$ cat src/rtl/core/svbpf_pkg.sv
// Servo bus packet framer: shared types, constants and codes.
// Used by every module of the framer; depends on nothing.
package svbpf_pkg;

  // Command codes on the input request
  localparam logic CMD_START = 1'b0;
  localparam logic CMD_PARAM = 1'b1;

  // Error codes on results
  localparam logic [2:0] ERR_NONE     = 3'd0;
  localparam logic [2:0] ERR_BAD_ID   = 3'd1;
  localparam logic [2:0] ERR_TOO_MANY = 3'd2;
  localparam logic [2:0] ERR_CAPACITY = 3'd3;
  localparam logic [2:0] ERR_STRAY    = 3'd4;

  // Frame constants
  localparam logic [7:0] HEADER_BYTE    = 8'hFF;
  localparam logic [7:0] BROADCAST_ID   = 8'hFE;
  localparam logic [7:0] MAX_PARAMS     = 8'd251;
  localparam logic [8:0] FRAME_OVERHEAD = 9'd6;
  localparam logic [7:0] LENGTH_BIAS    = 8'd2;
  localparam logic [8:0] CAPACITY_RESET = 9'd257;

  // Job queue sizing
  localparam int unsigned JOB_QUEUE_DEPTH = 4;

  // Byte positions within a job's burst
  localparam logic [2:0] STEP_HDR0  = 3'd0;
  localparam logic [2:0] STEP_HDR1  = 3'd1;
  localparam logic [2:0] STEP_ID    = 3'd2;
  localparam logic [2:0] STEP_LEN   = 3'd3;
  localparam logic [2:0] STEP_INSTR = 3'd4;
  localparam logic [2:0] STEP_CKS   = 3'd5;

  // What the back end must emit for one accepted request
  typedef enum logic [2:0] {
    JOB_ERROR,   // one error result
    JOB_OPEN,    // header, id, length, instruction
    JOB_FULL,    // as JOB_OPEN, then checksum (no parameters)
    JOB_PARAM,   // one parameter byte
    JOB_CLOSE    // last parameter byte, then checksum
  } job_kind_e;

  typedef struct packed {
    job_kind_e  kind;
    logic [2:0] err;
    logic [7:0] data;   // servo id, or parameter byte
    logic [7:0] len;
    logic [7:0] instr;
    logic [7:0] cks;
  } job_t;

endpackage

$ cat src/rtl/core/servo_bus_packet_framer_top.sv
// Servo bus instruction packet framer, top level.
// Depends on svbpf_pkg, svbpf_front, svbpf_job_fifo and svbpf_back.
//
// Accepts start and parameter requests through a queue-style port and
// delivers the instruction packet as a byte stream through another. A front
// end checks each request in the cycle it is accepted and posts one job into
// a short job queue (JobQueueDepth entries); a back end turns each job into
// bytes into an output register, one per cycle unless held by pop. Parameter
// requests are taken one per cycle while not full, each giving one byte, the
// last parameter two (its byte and the checksum); a start request five
// bytes, six with no parameters, and an error one. full rises only when the
// job queue is full, so a burst of bytes drains while new requests arrive.
// The capacity register is written through cfg_valid_i/cfg_ready_o, which is
// always ready; write it only while the framer is idle.
module servo_bus_packet_framer_top #(
  parameter int unsigned JobQueueDepth = svbpf_pkg::JOB_QUEUE_DEPTH
) (
  input  logic       clk_i,
  input  logic       rst_ni,
  input  logic       push,
  output logic       full,
  input  logic       command_i,
  input  logic [7:0] target_id_i,
  input  logic [7:0] instruction_i,
  input  logic [7:0] param_count_i,
  input  logic [7:0] param_byte_i,
  input  logic       pop,
  output logic       empty,
  output logic [7:0] out_byte_o,
  output logic       last_of_packet_o,
  output logic [2:0] error_code_o,
  input  logic       cfg_valid_i,
  output logic       cfg_ready_o,
  input  logic [8:0] cfg_data_i
);

  svbpf_pkg::job_t front_job, back_job;
  logic            accept, job_valid, job_done;

  assign accept      = push && !full;
  assign cfg_ready_o = 1'b1;

  // Classify requests
  svbpf_front u_front (
    .clk_i,
    .rst_ni,
    .accept_i      (accept),
    .command_i,
    .target_id_i,
    .instruction_i,
    .param_count_i,
    .param_byte_i,
    .cfg_write_i   (cfg_valid_i),
    .cfg_data_i,
    .job_o         (front_job)
  );

  // Queue jobs between the two ends
  svbpf_job_fifo #(
    .Depth (JobQueueDepth)
  ) u_job_fifo (
    .clk_i,
    .rst_ni,
    .wr_i     (accept),
    .wr_job_i (front_job),
    .full_o   (full),
    .rd_i     (job_done),
    .rd_job_o (back_job),
    .valid_o  (job_valid)
  );

  // Emit packet bytes
  svbpf_back u_back (
    .clk_i,
    .rst_ni,
    .job_valid_i (job_valid),
    .job_i       (back_job),
    .job_done_o  (job_done),
    .pop,
    .empty,
    .out_byte_o,
    .last_of_packet_o,
    .error_code_o
  );

endmodule

$ cat src/rtl/core/svbpf_front.sv
// Servo bus packet framer front end: checks requests, tracks the open packet
// and turns each accepted request into one job. Depends on svbpf_pkg.
module svbpf_front (
  input  logic                clk_i,
  input  logic                rst_ni,
  input  logic                accept_i,
  input  logic                command_i,
  input  logic [7:0]          target_id_i,
  input  logic [7:0]          instruction_i,
  input  logic [7:0]          param_count_i,
  input  logic [7:0]          param_byte_i,
  input  logic                cfg_write_i,
  input  logic [8:0]          cfg_data_i,
  output svbpf_pkg::job_t     job_o
);

  logic       open_q, open_d;
  logic [7:0] left_q, left_d;
  logic [7:0] sum_q, sum_d;
  logic [8:0] capacity_q;

  logic       bad_id, too_many, over_cap;
  logic [7:0] len, start_sum, left_dec, param_sum;

  // Check a start request and precompute the start and parameter sums
  always_comb begin
    bad_id    = target_id_i > svbpf_pkg::BROADCAST_ID;
    too_many  = param_count_i > svbpf_pkg::MAX_PARAMS;
    over_cap  = ({1'b0, param_count_i} + svbpf_pkg::FRAME_OVERHEAD) > capacity_q;
    len       = param_count_i + svbpf_pkg::LENGTH_BIAS;
    start_sum = target_id_i + len + instruction_i;
    left_dec  = left_q - 8'd1;
    param_sum = sum_q + param_byte_i;
  end

  // Classify the request and work out the next packet state
  always_comb begin
    open_d = open_q;
    left_d = left_q;
    sum_d  = sum_q;
    job_o.kind  = svbpf_pkg::JOB_ERROR;
    job_o.err   = svbpf_pkg::ERR_NONE;
    job_o.data  = target_id_i;
    job_o.len   = len;
    job_o.instr = instruction_i;
    job_o.cks   = ~start_sum;
    if (command_i == svbpf_pkg::CMD_START) begin
      // any start abandons an open packet
      open_d = 1'b0;
      left_d = 8'd0;
      sum_d  = 8'd0;
      if (bad_id) begin
        job_o.err = svbpf_pkg::ERR_BAD_ID;
      end else if (too_many) begin
        job_o.err = svbpf_pkg::ERR_TOO_MANY;
      end else if (over_cap) begin
        job_o.err = svbpf_pkg::ERR_CAPACITY;
      end else if (param_count_i == 8'd0) begin
        job_o.kind = svbpf_pkg::JOB_FULL;
      end else begin
        job_o.kind = svbpf_pkg::JOB_OPEN;
        open_d = 1'b1;
        left_d = param_count_i;
        sum_d  = start_sum;
      end
    end else if (!open_q) begin
      job_o.err = svbpf_pkg::ERR_STRAY;
    end else begin
      job_o.data = param_byte_i;
      job_o.cks  = ~param_sum;
      if (left_dec == 8'd0) begin
        job_o.kind = svbpf_pkg::JOB_CLOSE;
        open_d = 1'b0;
        left_d = 8'd0;
        sum_d  = 8'd0;
      end else begin
        job_o.kind = svbpf_pkg::JOB_PARAM;
        left_d = left_dec;
        sum_d  = param_sum;
      end
    end
  end

  // Advance packet state on each accepted request
  always_ff @(posedge clk_i or negedge rst_ni) begin
    if (!rst_ni) begin
      open_q <= 1'b0;
      left_q <= 8'd0;
      sum_q  <= 8'd0;
    end else if (accept_i) begin
      open_q <= open_d;
      left_q <= left_d;
      sum_q  <= sum_d;
    end
  end

  // Hold the capacity register
  always_ff @(posedge clk_i or negedge rst_ni) begin
    if (!rst_ni) begin
      capacity_q <= svbpf_pkg::CAPACITY_RESET;
    end else if (cfg_write_i) begin
      capacity_q <= cfg_data_i;
    end
  end

endmodule

$ cat src/rtl/core/svbpf_job_fifo.sv
// Servo bus packet framer job queue between front and back end.
// Depends on svbpf_pkg for the job type.
module svbpf_job_fifo #(
  parameter int unsigned Depth = svbpf_pkg::JOB_QUEUE_DEPTH
) (
  input  logic            clk_i,
  input  logic            rst_ni,
  input  logic            wr_i,
  input  svbpf_pkg::job_t wr_job_i,
  output logic            full_o,
  input  logic            rd_i,
  output svbpf_pkg::job_t rd_job_o,
  output logic            valid_o
);

  localparam int unsigned PtrW = (Depth > 1) ? $clog2(Depth) : 1;
  localparam int unsigned CntW = $clog2(Depth + 1);

  svbpf_pkg::job_t mem_q [Depth];
  logic [PtrW-1:0] wr_ptr_q, rd_ptr_q;
  logic [CntW-1:0] count_q;

  assign full_o   = count_q == CntW'(Depth);
  assign valid_o  = count_q != '0;
  assign rd_job_o = mem_q[rd_ptr_q];

  // Store incoming jobs
  always_ff @(posedge clk_i) begin
    if (wr_i) begin
      mem_q[wr_ptr_q] <= wr_job_i;
    end
  end

  // Advance pointers and the fill count
  always_ff @(posedge clk_i or negedge rst_ni) begin
    if (!rst_ni) begin
      wr_ptr_q <= '0;
      rd_ptr_q <= '0;
      count_q  <= '0;
    end else begin
      if (wr_i) begin
        wr_ptr_q <= (wr_ptr_q == PtrW'(Depth - 1)) ? '0 : wr_ptr_q + 1'b1;
      end
      if (rd_i) begin
        rd_ptr_q <= (rd_ptr_q == PtrW'(Depth - 1)) ? '0 : rd_ptr_q + 1'b1;
      end
      if (wr_i && !rd_i) begin
        count_q <= count_q + 1'b1;
      end else if (rd_i && !wr_i) begin
        count_q <= count_q - 1'b1;
      end
    end
  end

endmodule

$ cat src/rtl/core/svbpf_back.sv
// Servo bus packet framer back end: expands each job into its bytes and
// holds them in the output register. Depends on svbpf_pkg.
module svbpf_back (
  input  logic            clk_i,
  input  logic            rst_ni,
  input  logic            job_valid_i,
  input  svbpf_pkg::job_t job_i,
  output logic            job_done_o,
  input  logic            pop,
  output logic            empty,
  output logic [7:0]      out_byte_o,
  output logic            last_of_packet_o,
  output logic [2:0]      error_code_o
);

  logic       out_valid_q;
  logic [7:0] byte_q, byte_d;
  logic       last_q, last_d;
  logic [2:0] err_q;
  logic [2:0] step_q, last_step;
  logic       advance, load;

  assign empty            = !out_valid_q;
  assign out_byte_o       = byte_q;
  assign last_of_packet_o = last_q;
  assign error_code_o     = err_q;

  assign advance    = !out_valid_q || pop;
  assign load       = advance && job_valid_i;
  assign job_done_o = load && (step_q == last_step);

  // Select the byte for the current step of the job
  always_comb begin
    last_step = svbpf_pkg::STEP_HDR0;
    byte_d    = 8'd0;
    last_d    = 1'b0;
    case (job_i.kind) inside
      svbpf_pkg::JOB_ERROR: begin
        last_d = 1'b1;
      end
      svbpf_pkg::JOB_OPEN, svbpf_pkg::JOB_FULL: begin
        last_step = (job_i.kind == svbpf_pkg::JOB_FULL) ? svbpf_pkg::STEP_CKS
                                                        : svbpf_pkg::STEP_INSTR;
        case (step_q)
          svbpf_pkg::STEP_ID:    byte_d = job_i.data;
          svbpf_pkg::STEP_LEN:   byte_d = job_i.len;
          svbpf_pkg::STEP_INSTR: byte_d = job_i.instr;
          svbpf_pkg::STEP_CKS: begin
            byte_d = job_i.cks;
            last_d = 1'b1;
          end
          default:               byte_d = svbpf_pkg::HEADER_BYTE;
        endcase
      end
      svbpf_pkg::JOB_CLOSE: begin
        last_step = svbpf_pkg::STEP_HDR1;
        if (step_q == svbpf_pkg::STEP_HDR1) begin
          byte_d = job_i.cks;
          last_d = 1'b1;
        end else begin
          byte_d = job_i.data;
        end
      end
      default: begin
        byte_d = job_i.data;
      end
    endcase
  end

  // Step through the job's bytes
  always_ff @(posedge clk_i or negedge rst_ni) begin
    if (!rst_ni) begin
      step_q      <= svbpf_pkg::STEP_HDR0;
      out_valid_q <= 1'b0;
    end else begin
      if (load) begin
        step_q <= job_done_o ? svbpf_pkg::STEP_HDR0 : step_q + 3'd1;
      end
      if (advance) begin
        out_valid_q <= job_valid_i;
      end
    end
  end

  // Load the output register
  always_ff @(posedge clk_i) begin
    if (load) begin
      byte_q <= byte_d;
      last_q <= last_d;
      err_q  <= job_i.err;
    end
  end

endmodule
$ cat config.mk
export PLATFORM = sky130hd
export DESIGN_NAME = servo_bus_packet_framer_top
export DESIGN_NICKNAME = d
export VERILOG_FILES = /design/src/rtl/core/svbpf_pkg.sv /design/src/rtl/core/servo_bus_packet_framer_top.sv /design/src/rtl/core/svbpf_front.sv /design/src/rtl/core/svbpf_job_fifo.sv /design/src/rtl/core/svbpf_back.sv
export SDC_FILE = /design/constraint.sdc
export NUM_CORES = 1
export LEC_CHECK = 0
export ABC_AREA = 1
export BUFFER_PORTS_ARGS = -buffer_cell sky130_fd_sc_hd__buf_2
export CAP_MARGIN = 20
export CORE_ASPECT_RATIO = 1.25
export CORE_MARGIN = 2
export CORE_UTILIZATION = 55
export CTS_BUF_LIST = sky130_fd_sc_hd__clkbuf_8
export CTS_CLUSTER_DIAMETER = 80
export CTS_CLUSTER_SIZE = 20
export DETAILED_ROUTE_END_ITERATION = 16
export PLACE_DENSITY_LB_ADDON = 0.25
export SLEW_MARGIN = 20
export SYNTH_ARGS = -nofsm -noshare
export SYNTH_HDL_FRONTEND = slang
export SYNTH_SLANG_ARGS = --single-unit
$ cat constraint.sdc
create_clock -name clk_i -period 3.35 [get_ports clk_i]
set_clock_uncertainty 0.15 [all_clocks]
set_input_delay 0 -clock clk_i [delete_from_list [all_inputs] [get_ports clk_i]]
set_output_delay 0 -clock clk_i [all_outputs]
set_load 0.05 [all_outputs]
# [Word level (Yosys, flattened, before mapping)]
# Memory sizes are Yosys's and may differ from the RTL's.
# Cells that the tools add are included.
# W data, S select, Z words.
[word_totals] register_bits=49 ram_bits=152 wordCells=114 mem_count=1
[memory_table] memory="u_job_fifo.mem_q" words=4 width=38 rd=1 rd_clocked_by_memory_dff=0 write_ports=1 line="svbpf_job_fifo.sv:19" rtl="svbpf_pkg::job_t mem_q [Depth];"
[classes] addsub=11 order_cmp=3 n_eq_ne=13 mux=55 n_bitwise=2 reduce_logical=17
[ops] operator="$mux W8" n=21
[ops] operator="$mux W3" n=12
[ops] operator="$pmux W8 S4" n=1
[ops] operator="$add A8 B8 Y8" n=3
[ops] operator="$gt A8 B8 Y1 const B" n=2
[ops] operator="$logic_not A8 Y1" n=2
[ops] operator="$not A8 Y8" n=2
[ops] operator="$mux W1" n=15
[ops] operator="$eq A3 B3 Y1 const B" n=4
[ops] operator="$mux W2" n=5
[ops] operator="$add A8 B3 Y9 const B" n=1
[ops] operator="$eq A3 B2 Y1 const B" n=3
[ops] operator="$gt A9 B9 Y1" n=1
[ops] operator="$add A8 B2 Y8 const B" n=1
[ops] operator="$sub A8 B1 Y8 const B" n=1
[ops] operator="$add A3 B1 Y3 const B" n=2
[ops] operator="$eq A3 B1 Y1 const B" n=2
[ops] operator="$mux W6" n=1
[ops] operator="$logic_and A1 B1 Y1" n=5
[ops] operator="$add A2 B1 Y2 const B" n=2
[ops] operator="$eq A2 B2 Y1 const B" n=2
[ops] operator="$logic_not A1 Y1" n=4
[ops] operator="$eq A3 B3 Y1" n=1
[ops] operator="$logic_not A3 Y1" n=1
[ops] operator="7 further kinds" n=7

# [Depth between registers and ports, before layout]
# Gate-level depths: netlist of the first run.
# An unclocked memory read counts as a cell.
[depth] word_depth=10 ltp_mapped=20 ltp_nobuf=18

# [Modules after synthesis]
# From an unflattened synthesis of the first run, not the netlist that was laid out.
[unflattened] cells_unflattened=1153 hier_area_um2=11193.2
[by_module_without_submodules] mod="svbpf_job_fifo" n_inst=1 cells_per_inst=496 area_each_um2=6746.5 seq_area_each_um2=4739.5
[by_module_without_submodules] mod="svbpf_front" n_inst=1 cells_per_inst=468 area_each_um2=3160.5 seq_area_each_um2=653.1
[by_module_without_submodules] mod="svbpf_back" n_inst=1 cells_per_inst=185 area_each_um2=1265.0 seq_area_each_um2=460.4
[by_module_without_submodules] mod="servo_bus_packet_framer_top" n_inst=1 cells_per_inst=4 area_each_um2=21.3 seq_area_each_um2=0.0

# [Worst setup path before layout of the first run]
# Ideal clock, no wire load.
[synth_timing] path_kind="reg-to-reg" from="register u_job_fifo.count_q[0]" to="memory u_job_fifo.mem_q[0][0] (netlist name) (enable)" arrival_ps=2765 t_required_ps=2767 slack_ps=1 stages_incl_launch_ff=5 period_less_slack_ps=3349 path_cell_list="dfrtp_1 > nor3_1 > nor2_1 > inv_1 > nor2_1"
[synth_via] elab_chain_cells=5
[synth_rtl] element="start: declaration" line="svbpf_job_fifo.sv:21" rtl="logic [CntW-1:0] count_q;"
[synth_rtl] element="start signal: assignment" line="svbpf_job_fifo.sv:48" rtl="count_q <= count_q + 1'b1;"
[synth_rtl] element="start signal: assignment" line="svbpf_job_fifo.sv:50" rtl="count_q <= count_q - 1'b1;"
[synth_rtl] element="$eq A3 B3 Y1" line="svbpf_job_fifo.sv:23" rtl="assign full_o = count_q == CntW'(Depth);"
[synth_rtl] element="named net full" line="servo_bus_packet_framer_top.sv:21" rtl="output logic full,"
[synth_rtl] element="$logic_not A1 Y1" line="servo_bus_packet_framer_top.sv:40" rtl="assign accept = push && !full;"
[synth_rtl] element="$logic_and A1 B1 Y1" line="servo_bus_packet_framer_top.sv:40"
[synth_rtl] element="named net accept" line="servo_bus_packet_framer_top.sv:38" rtl="logic accept, job_valid, job_done;"
[synth_rtl] element="$mux W1" line="svbpf_job_fifo.sv:29" rtl="if (wr_i) begin"
[synth_rtl] element="$mux W1 (implied by the code)" line="svbpf_job_fifo.sv:30" rtl="mem_q[wr_ptr_q] <= wr_job_i;"
[synth_rtl] element="end: declaration" line="svbpf_job_fifo.sv:19"
# The timed path passes the listed nets, and every way through them passes these cells.

==> run summary, run 1 <==
result of the run = complete, but fails checks
violations in the final reports = hold timing
Leak Pwr = 5.032 nW
placeable core region = 18170 sq um
Yosys warnings = 0
vias in the first global route = 7795
clock-pin slew on the worst setup and hold paths = 130 ps
starting density of the core = 56.44%
Primary FF master, synth = edfxtp_1
synthesized instance count = 1053
Non-Filler Instances = 1409
die boundary height = 156.7 microns
met2 Track Usage GR = 48.13%
Worst setup SP type = primary input
average via count per standard cell = 5.570
Post-route DRC = 0
TritonCTS Buffers = 14
share of the clock period used by the worst path = 93.26%
routed len/inst = 17.85 microns
GRT Max-Usage Layer = met2
relative slew slack = 36.14%
Worst EP required = 3410 ps
largest family of logic cells by synthesized area = simple AND/OR/NAND/NOR gates
area share of fa/ha/maj cells after synthesis = 6.467%
type of element capturing the critical path = flip-flop
I/O pin cnt = 62
Setup Crit Path Kind = in -> reg
DP Wirelength = 16660 microns
DIE AREA = 19760 sq um
max-cap viol count = 0
clock latency reported for the late side of the worst-skew pair = 510 ps
input/output buffers = 60
cell count after placement = 1319
total number of H-tree levels = 1
total routing resource utilization after global routing = 26.05%
clock tree from TritonCTS = yes
maximum number of pins on one net before global-route repair = 51
met3 GRT Util = 2.940%
proportion of layout cells with a drive suffix above 1 = 11.09%
sequential cell area fraction in the yosys report = 57.08%
number of nets in the final layout = 1267
number of setup violations in the final report = 0
Starting DRT DRC Count = 567
total power divided by cell area = 818.5 nW/um^2
worst hold slack after final layout = -12.42 ps
standard-cell row count = 55
cell accounting for the most synthesized area = edfxtp_1
number of flops mapped to enable cells by yosys = 164
Final Hold Violating Endpoints = 4
Crit path arrival time = 3190 ps
parity-gate share of the synthesized area counting xor and xnor cells = 1.708%
accumulated negative setup slack = 0 ps
cell with the most instances after synthesis = nand2_1
worst slack at placement = 303.4 ps
Syn Nets = 1147
cell types occupying the most area after synthesis = edfxtp_1 48%, nand2_1 11%, dfrtp_1 8.5%, ha_1 4.5%, nand3_1 4.2%
global-route wire length before repair = 40290 microns
met1 track utilization from global routing = 31.75%
number of antenna violations at the first check in global routing = 0
peak fanout along the critical path = 6
Avg Synthesized Cell Area = 9.737 sq um
routability congestion estimate from global placement = 0.8733
proportion of synthesized flip-flops having asynchronous set or reset = 18.41%
sink count of the clock tree = 201
Total Routed Length = 25150 microns
transition time of the tightest slew-check pin = 957.8 ps
Pwr Total = 9.613 mW
cell area after technology mapping = 10250 sq um
share of synthesized area spent on multiplexers = 0.2196%
Antenna Violating Nets Remaining = 0
fill cell count = 1439
first drt pass iteration count = 7
setup slack after layout = 225.9 ps
Inserted Diodes = 0
class of the worst hold path = in -> async
die boundary width = 126.1 microns
Distinct cells, synth = 48
f_max = 0.3201 GHz
final slew viol count = 0
compound-gate portion of the synthesized area = 7.956%
area growth from synthesis to final layout = 14.53%
Peak supply drop = 0.4778 mV
post-synthesis share of cell area spent on and, or, nand and nor gates = 21.24%
worst-case clock buffer depth = 3
proportion of netlist area held by the largest area contributor = 48.03%
unrepaired setup endpoints after global routing = no
grt ovf = 0
clock tree root buffer cell = clkbuf_8
Synth top cells by count = 314 x nand2_1, 164 x edfxtp_1, 86 x nand3_1
via count = 7848
Synth Register Bits = 201
minimum period implied by the final worst setup slack = 3124 ps
-- final timing paths --
kind	startpoint	endpoint	slack (ps)	cells past startpoint
min	rst_ni	u_back.step_q[1]	-10	2
max	param_count_i[1]	u_job_fifo.mem_q[0][6]	230	14
min in group clk_i	target_id_i[7]	u_job_fifo.mem_q[0][32]	10	5
max in group asynchronous	rst_ni	u_job_fifo.rd_ptr_q[0]	2390	2
min reg2reg	u_front.sum_q[3]	u_front.sum_q[3]	350	2
max reg2reg	u_job_fifo.rd_ptr_q[0]	u_job_fifo.count_q[2]	480	17
-- cells by family (layout without fill, tap and decap cells) --
kind of cell / after synthesis / after routing
other: 1 / 1
adders and majority gates: 47 / 47
and+or+nand+nor: 510 / 510
muxes: 2 / 2
buffers and inverters: 124 / 252
AOI/OAI and AO/OA: 148 / 148
xor gates and xnor gates: 20 / 20
DFF: 201 / 201
-- stage by stage --
step	area, sq um	utilization [%]	hold WS [ps]
after CTS	11740	64.63	4.982
after detailed placement	10830	59.60	65.71
final	11740	64.64	-12.42
after global placement	10830	59.60	38.67
after floorplan	10250	-	-445.6
after global routing	11740	64.64	50.45
-- routing by layer --
| layer | vias up | routed length (microns) |
|---|---|---|
| met3 | 44 | 1393 |
| met2 | 272 | 12870 |
| met4 | 0 | 752 |
| met5 | - | 0 |
| met1 | 3739 | 10140 |
| li1 | 3793 | - |
-- report_power, final --
part,switching [mW],internal (mW)
registers,0.258,3.57
logic,3.14,1.44
clock network,0.771,0.433
total,4.17,5.44
-- timing repair --
item | 4_1_cts | 5_1_grt
endpoints found under the hold margin | 165 | 0
endpoints found under the setup margin | 0 | 2
setup buffers | 0 | 0
gates resized for setup | 0 | 1
hold buffers | 66 | 0
-- cell usage in the layout, fill, tap and decap left out, types with 3 or more instances in the layout --
cell,count
o31ai_1,5
a22oi_1,5
edfxtp_1,164
nand2_2,9
buf_2,60
buf_4,13
nor2_1,64
xor2_1,11
nand3_1,86
xnor2_1,9
ha_1,37
a21oi_1,24
nand4_1,8
nand3b_1,3
o22ai_1,13
inv_1,88
fa_1,10
nor3_1,3
nand3_2,4
dlygate4sd3_1,66
nand2_1,314
o21ai_1,16
clkbuf_8,15
and2_1,3
buf_12,4
nor2_4,7
dfrtp_1,34
o21ai_0,75
-- critical path: stages --
cell and delay (ps):
dlygate4sd3_1 530, buf_2 150, ha_1 230, nand2_1 100, inv_1 70, nor2_1 330
fa_1 500, ha_1 390, a21o_1 200, nand2_1 50, nand3_1 90, xnor2_1 260
nand2_1 70, o21ai_0 220
-- state kept, by name, summed over array words and instances, names as in the netlist, 2 cells and up --
| register | cells |
|---|---|
| u_job_fifo.rd_ptr_q | 2 |
| u_back.out_byte_o | 8 |
| u_front.sum_q | 8 |
| u_front.left_q | 8 |
| u_job_fifo.wr_ptr_q | 2 |
| u_front.capacity_q | 9 |
| u_back.error_code_o | 3 |
| u_job_fifo.mem_q | 152 |
| u_back.step_q | 3 |
| u_job_fifo.count_q | 3 |
-- cell type report --
class	count	area, sq um	area share (%)
multi-input combinational	728	3891	33.13
clock inverter	9	46.29	0.3942
clock buffer	15	206.4	1.758
tap	228	285.3	2.429
inverter	85	321.6	2.738
sequential	201	5854	49.85
timing repair buffer	143	1139	9.695
Power figures use the tool's default switching activity.
==> inputs of run 2 (changes only) <==
--- a/config.mk
+++ b/config.mk
@@ -15,8 +15,9 @@
 export CTS_CLUSTER_DIAMETER = 80
 export CTS_CLUSTER_SIZE = 20
 export DETAILED_ROUTE_END_ITERATION = 16
-export PLACE_DENSITY_LB_ADDON = 0.25
+export PLACE_DENSITY = 0.82
 export SLEW_MARGIN = 20
 export SYNTH_ARGS = -nofsm -noshare
 export SYNTH_HDL_FRONTEND = slang
 export SYNTH_SLANG_ARGS = --single-unit
+export TNS_END_PERCENT = 10
==> run 2 against run 1 <==
The run now ends clean. Routed wire length about the same. Final area grew 0.21%. Clock power increased by 5%. Worst setup slack got worse by 43 ps. Sequential power is essentially flat. Highest routed layer unchanged.
==> run summary, run 2 (same netlist as run 1, synthesis figures left out) <==
final instance area = 11770 sq um
DP Wirelength = 16170 microns
startpoint of the worst-slack reg-to-reg timing path = u_front.left_q[0]
average via count per standard cell = 5.642
area growth from synthesis to final layout = 14.78%
f_max = 0.3158 GHz
transition time of the tightest slew-check pin = 762.8 ps
Crit path arrival time = 3450 ps
total routing resource utilization after global routing = 25.71%
Worst EP required = 3640 ps
share of the clock period used by the worst path = 94.54%
relative slew slack = 49.02%
Pwr Total = 9.668 mW
via count = 7938
utilization after layout = 64.78%
input/output buffers = 60
type of element capturing the critical path = flip-flop
Post-route DRC = 0
worst-case clock buffer depth = 3
top library cells by usage in the layout, fill and taps aside = 314 x nand2_1, 164 x edfxtp_1, 86 x inv_1, 86 x nand3_1, 75 x o21ai_0
starting density of the core = 56.44%
hold-critical path depth = 5
share of power burned in registers = 39.6%
depth of the worst register-to-register path = 16
total number of H-tree levels = 1
vias in the first global route = 7836
Leak Pwr = 5.029 nW
switching power as a share of total power = 43.12%
min-delay src = target_id_i[2]
maximum number of pins on one net before global-route repair = 59
area of all sequential standard cells = 5854 sq um
area post-placement = 10790 sq um
accumulated negative setup slack = 0 ps
number of flip-flops in the largest register = 152
die boundary width = 126.1 microns
cell count after placement = 1315
clock tree from TritonCTS = yes
final slew viol count = 0
Reg2Reg Capture Point = u_front.left_q[1]
total power divided by cell area = 821.5 nW/um^2
number of antenna violations at the first check in global routing = 0
max-cap viol count = 0
global-route wire length before repair = 40080 microns
worst-case register-to-register setup slack = 440 ps
Non-Filler Instances = 1407
routed len/inst = 17.86 microns
Antenna Violating Nets Remaining = 0
standard-cell row count = 55
Starting DRT DRC Count = 775
placeable core region = 18170 sq um
clock power share = 13.0%
minimum period implied by the final worst setup slack = 3167 ps
Peak supply drop = 0.4633 mV
fill cell count = 1380
DIE AREA = 19760 sq um
worst hold path endpoint = u_job_fifo.mem_q[3][32]
internal cell power = 5.499 mW
I/O pin cnt = 62
CP Launch Point = param_count_i[2]
Inserted Diodes = 0
clock tree root buffer cell = clkbuf_8
class of the worst hold path = in -> reg
top flop regs = u_job_fifo.mem_q (152), u_front.capacity_q (9)
Setup Crit Path Kind = in -> reg
TritonCTS Buffers = 14
clock-pin slew on the worst setup and hold paths = 110 ps
total area of multi-input combinational cells = 3899 sq um
first drt pass iteration count = 6
post-CTS setup buffer count = 0
result of the run = finished clean
proportion of layout cells with a drive suffix above 1 = 11.03%
unrepaired setup endpoints after global routing = yes
number of setup violations in the final report = 0
routability congestion estimate from global placement = 0.9013
register ranked first by flip-flop count = u_job_fifo.mem_q
clock latency reported for the late side of the worst-skew pair = 490 ps
Final Hold Violating Endpoints = 0
Total Routed Length = 25130 microns
switching power summed over all nets = 4.169 mW
die boundary height = 156.7 microns
peak fanout along the critical path = 8
Worst setup SP type = primary input
number of nets in the final layout = 1266
sink count of the clock tree = 201
leading cell type in the layout, fill and taps excluded = nand2_1
grt ovf = 0
fraction of power consumed by combinational cells = 47.4%
## run 2: cell count changes in the layout (fill, tap and decap cells not counted), sizes merged
| cell | before | now |
|---|---|---|
| inv | 93 | 90 |
| bufinv | 0 | 1 |
| clkinv | 1 | 2 |
| buf | 77 | 74 |
| dlygate4sd3 | 66 | 68 |
## run 2: worst max path at each step
stage / to / slack, ps
CTS: u_front.left_q[1] / 230
global placement: u_job_fifo.mem_q[1][7] / 420
finish: u_front.left_q[6] / 180
floorplan: u_job_fifo.mem_q[0][0] / 1
detailed placement: u_job_fifo.mem_q[3][5] / 340
global route: u_job_fifo.mem_q[3][5] / -40
## run 2: worst max-delay path, stage by stage
cell	delay (ps)
dlygate4sd3_1	550
buf_2	160
o21ai_0	370
nor2_1	100
xor2_1	180
ha_1	340
nand2_1	60
nor2_1	150
nand4_1	190
nand2_1	160
nand2_1	70
nor2_2	100
buf_4	160
nand2_1	60
nand2_1	60
dlygate4sd3_1	560
nand2_1	80
nand2_1	90
## run 2: layer usage
metal / global-route usage, % / share of wire, % / up-vias
met5: 0 / 0 / -
met4: 9.419 / 2.8 / 0
met3: 2.462 / 7.1 / 52
met2: 46.36 / 53 / 359
met1: 32.25 / 37 / 3744
li1: - / - / 3783
## run 2: area by class of cell
cell class | count | area share, %
Sequential cell | 201 | 49.74
Inverter | 85 | 2.732
Clock inverter | 8 | 0.5635
Clock buffer | 15 | 1.754
Timing Repair Buffer | 142 | 9.653
Tap cell | 228 | 2.424
Multi-Input combinational cell | 728 | 33.13
## run 2: repair_timing
| item | in CTS | in global routing |
|---|---|---|
| hold buffers | 67 | 1 |
| endpoints found under the setup margin | 0 | 10 |
| hold endpoints to repair | 165 | 8 |
| gates resized for setup | 0 | 2 |
## run 2: metrics by stage
stage | setup WS [ps] | hold WS [ps]
after floorplan | 1.346 | -445.6
after global placement | 424.4 | 32.04
after detailed placement | 336.9 | 58.87
after CTS | 227.3 | 17.60
after global routing | -41.71 | 81.17
final | 183.1 | 63.00
## run 2: power by group through the flow
| stage | registers [mW] | logic (mW) | clock network, mW |
|---|---|---|---|
| global placement | 3.86 | 4.30 | 0 |
| detailed placement | 3.88 | 4.42 | 0 |
| global route | 3.89 | 5.07 | 1.36 |
| CTS | 3.82 | 4.54 | 1.28 |
| finish | 3.83 | 4.58 | 1.26 |
| floorplan | 4.11 | 3.02 | 0 |
==> inputs of run 3 (changes only) <==
--- a/config.mk
+++ b/config.mk
@@ -11,11 +11,12 @@
 export CORE_ASPECT_RATIO = 1.25
 export CORE_MARGIN = 2
 export CORE_UTILIZATION = 55
-export CTS_BUF_LIST = sky130_fd_sc_hd__clkbuf_8
+export CTS_BUF_LIST = sky130_fd_sc_hd__clkbuf_2 sky130_fd_sc_hd__clkbuf_4 sky130_fd_sc_hd__clkbuf_8
 export CTS_CLUSTER_DIAMETER = 80
 export CTS_CLUSTER_SIZE = 20
 export DETAILED_ROUTE_END_ITERATION = 16
 export PLACE_DENSITY = 0.82
+export REMOVE_ABC_BUFFERS = 1
 export SLEW_MARGIN = 20
 export SYNTH_ARGS = -nofsm -noshare
 export SYNTH_HDL_FRONTEND = slang
==> run 3 against run 2 <==
Worst setup slack lost 57 ps. Cell count grew 0.14%. Die area is the same. Clock-buffer cell count grew 6. First-iteration DRC count grew 11%. Routed wire length grew 3.3%. Fmax shrank 1.8%. Sequential power is essentially flat. Utilization is essentially flat. Combinational power grew 0.9%. Power grew 0.54%.
==> run summary, run 3 (same netlist as run 1, synthesis figures left out) <==
maximum number of pins on one net before global-route repair = 52
Setup Crit Path Kind = in -> reg
number of nets in the final layout = 1267
class of the worst hold path = in -> reg
Starting DRT DRC Count = 862
number of antenna violations at the first check in global routing = 0
Total Routed Length = 25970 microns
minimum period implied by the final worst setup slack = 3224 ps
first drt pass iteration count = 5
average via count per standard cell = 5.773
Worst setup SP type = primary input
Pwr Total = 9.720 mW
transition time of the tightest slew-check pin = 724.0 ps
starting density of the core = 56.44%
sink count of the clock tree = 201
accumulated negative setup slack = 0 ps
clock power share = 13.1%
final slew viol count = 0
peak fanout along the critical path = 6
worst slack at placement = 275.9 ps
f_max = 0.3102 GHz
internal cell power = 5.498 mW
unrepaired setup endpoints after global routing = no
Crit path arrival time = 3300 ps
share of the clock period used by the worst path = 96.24%
number of flip-flops in the largest register = 152
placeable core region = 18170 sq um
clock tree from TritonCTS = yes
standard-cell row count = 55
clock-pin slew on the worst setup and hold paths = 120 ps
proportion of layout cells with a drive suffix above 1 = 11.60%
TritonCTS Buffers = 14
routed len/inst = 18.43 microns
area growth from synthesis to final layout = 14.85%
I/O pin cnt = 62
relative slew slack = 51.68%
fraction of power consumed by combinational cells = 47.5%
routability congestion estimate from global placement = 0.8965
DP Wirelength = 16530 microns
fill cell count = 1383
Final Hold Violating Endpoints = 0
Post-route DRC = 0
total routing resource utilization after global routing = 26.44%
worst-case clock buffer depth = 3
register ranked first by flip-flop count = u_job_fifo.mem_q
clock latency reported for the late side of the worst-skew pair = 500 ps
vias in the first global route = 7997
switching power summed over all nets = 4.222 mW
global-route wire length before repair = 41060 microns
setup slack after layout = 126.0 ps
Leak Pwr = 5.019 nW
DIE AREA = 19760 sq um
switching power as a share of total power = 43.43%
grt ovf = 0
Peak supply drop = 0.3967 mV
via count = 8134
Inserted Diodes = 0
share of power burned in registers = 39.4%
die boundary width = 126.1 microns
top library cells by usage in the layout, fill and taps aside = 314 x nand2_1, 164 x edfxtp_1, 86 x nand3_1
Antenna Violating Nets Remaining = 0
top flop regs = u_job_fifo.mem_q (152), u_front.capacity_q (9)
input/output buffers = 60
total number of H-tree levels = 1
clock tree root buffer cell = clkbuf_8
max-cap viol count = 0
type of element capturing the critical path = flip-flop
result of the run = finished clean
Worst EP required = 3430 ps
number of setup violations in the final report = 0
die boundary height = 156.7 microns
utilization after layout = 64.82%
leading cell type in the layout, fill and taps excluded = nand2_1
total power divided by cell area = 825.4 nW/um^2
## run 3: critical path, stage by stage
cell,delay (ps)
dlygate4sd3_1,540
buf_2,180
ha_1,240
nand2_1,100
inv_1,70
nor2_1,330
fa_1,500
ha_1,390
a21o_1,190
nand2_1,50
nand3_1,80
xnor2_1,310
nand2_1,80
o21ai_0,230
## run 3: layout make-up
type                    count  area (sq um)  share of cell area (%)
flip-flops and latches    201          5854                   49.71
multi-input cells         728          3891                   33.04
repair buffers            143          1144                   9.711
inverters                  85         325.3                   2.762
well taps                 228         285.3                   2.422
clock buffers              21         251.5                   2.136
clock inverters             3         25.02                  0.2125
## run 3: repair_timing
item | 4_1_cts | 5_1_grt
gates resized for setup | 0 | 2
endpoints found under the setup margin | 0 | 2
endpoints found under the hold margin | 171 | 35
hold buffers | 66 | 1
setup buffers | 0 | 2
## run 3: layer usage
layer | share of wire [%] | GRT usage [%] | vias up
met5 | 0 | 0 | -
met4 | 4.0 | 11.41 | 0
met3 | 7.5 | 4.137 | 72
met2 | 51 | 47.18 | 415
met1 | 38 | 31.81 | 3862
li1 | - | - | 3785
## run 3: power groups by stage
stage	combinational (mW)	sequential (mW)	clock, mW
global placement	4.29	3.85	0
global route	5.11	3.88	1.36
CTS	4.54	3.82	1.27
detailed placement	4.43	3.88	0
floorplan	2.72	4.22	0
finish	4.62	3.83	1.27
## run 3: final timing paths
| path | from | to | slack (ps) | depth (start not counted) |
|---|---|---|---|---|
| hold reg to reg | u_front.sum_q[5] | u_front.sum_q[5] | 360 | 2 |
| setup reg to reg | u_job_fifo.rd_ptr_q[0] | u_job_fifo.count_q[2] | 530 | 17 |
| min in group asynchronous | rst_ni | u_back.step_q[1] | 410 | 3 |
| hold / removal | target_id_i[2] | u_job_fifo.mem_q[3][32] | 80 | 5 |
| setup / recovery | param_count_i[1] | u_job_fifo.mem_q[0][6] | 130 | 14 |
| max in group asynchronous | rst_ni | u_front.capacity_q[1] | 2220 | 3 |
## run 3: metrics by stage
| step | cells | cell area, sq um | hold WS [ps] |
|---|---|---|---|
| final | 1409 | 11780 | 81.85 |
| after floorplan | 1014 | 10030 | -445.6 |
| after global routing | 1409 | 11780 | 115.9 |
| after global placement | 1316 | 10810 | 52.72 |
| after detailed placement | 1316 | 10810 | 40.92 |
| after CTS | 1406 | 11740 | 41.03 |
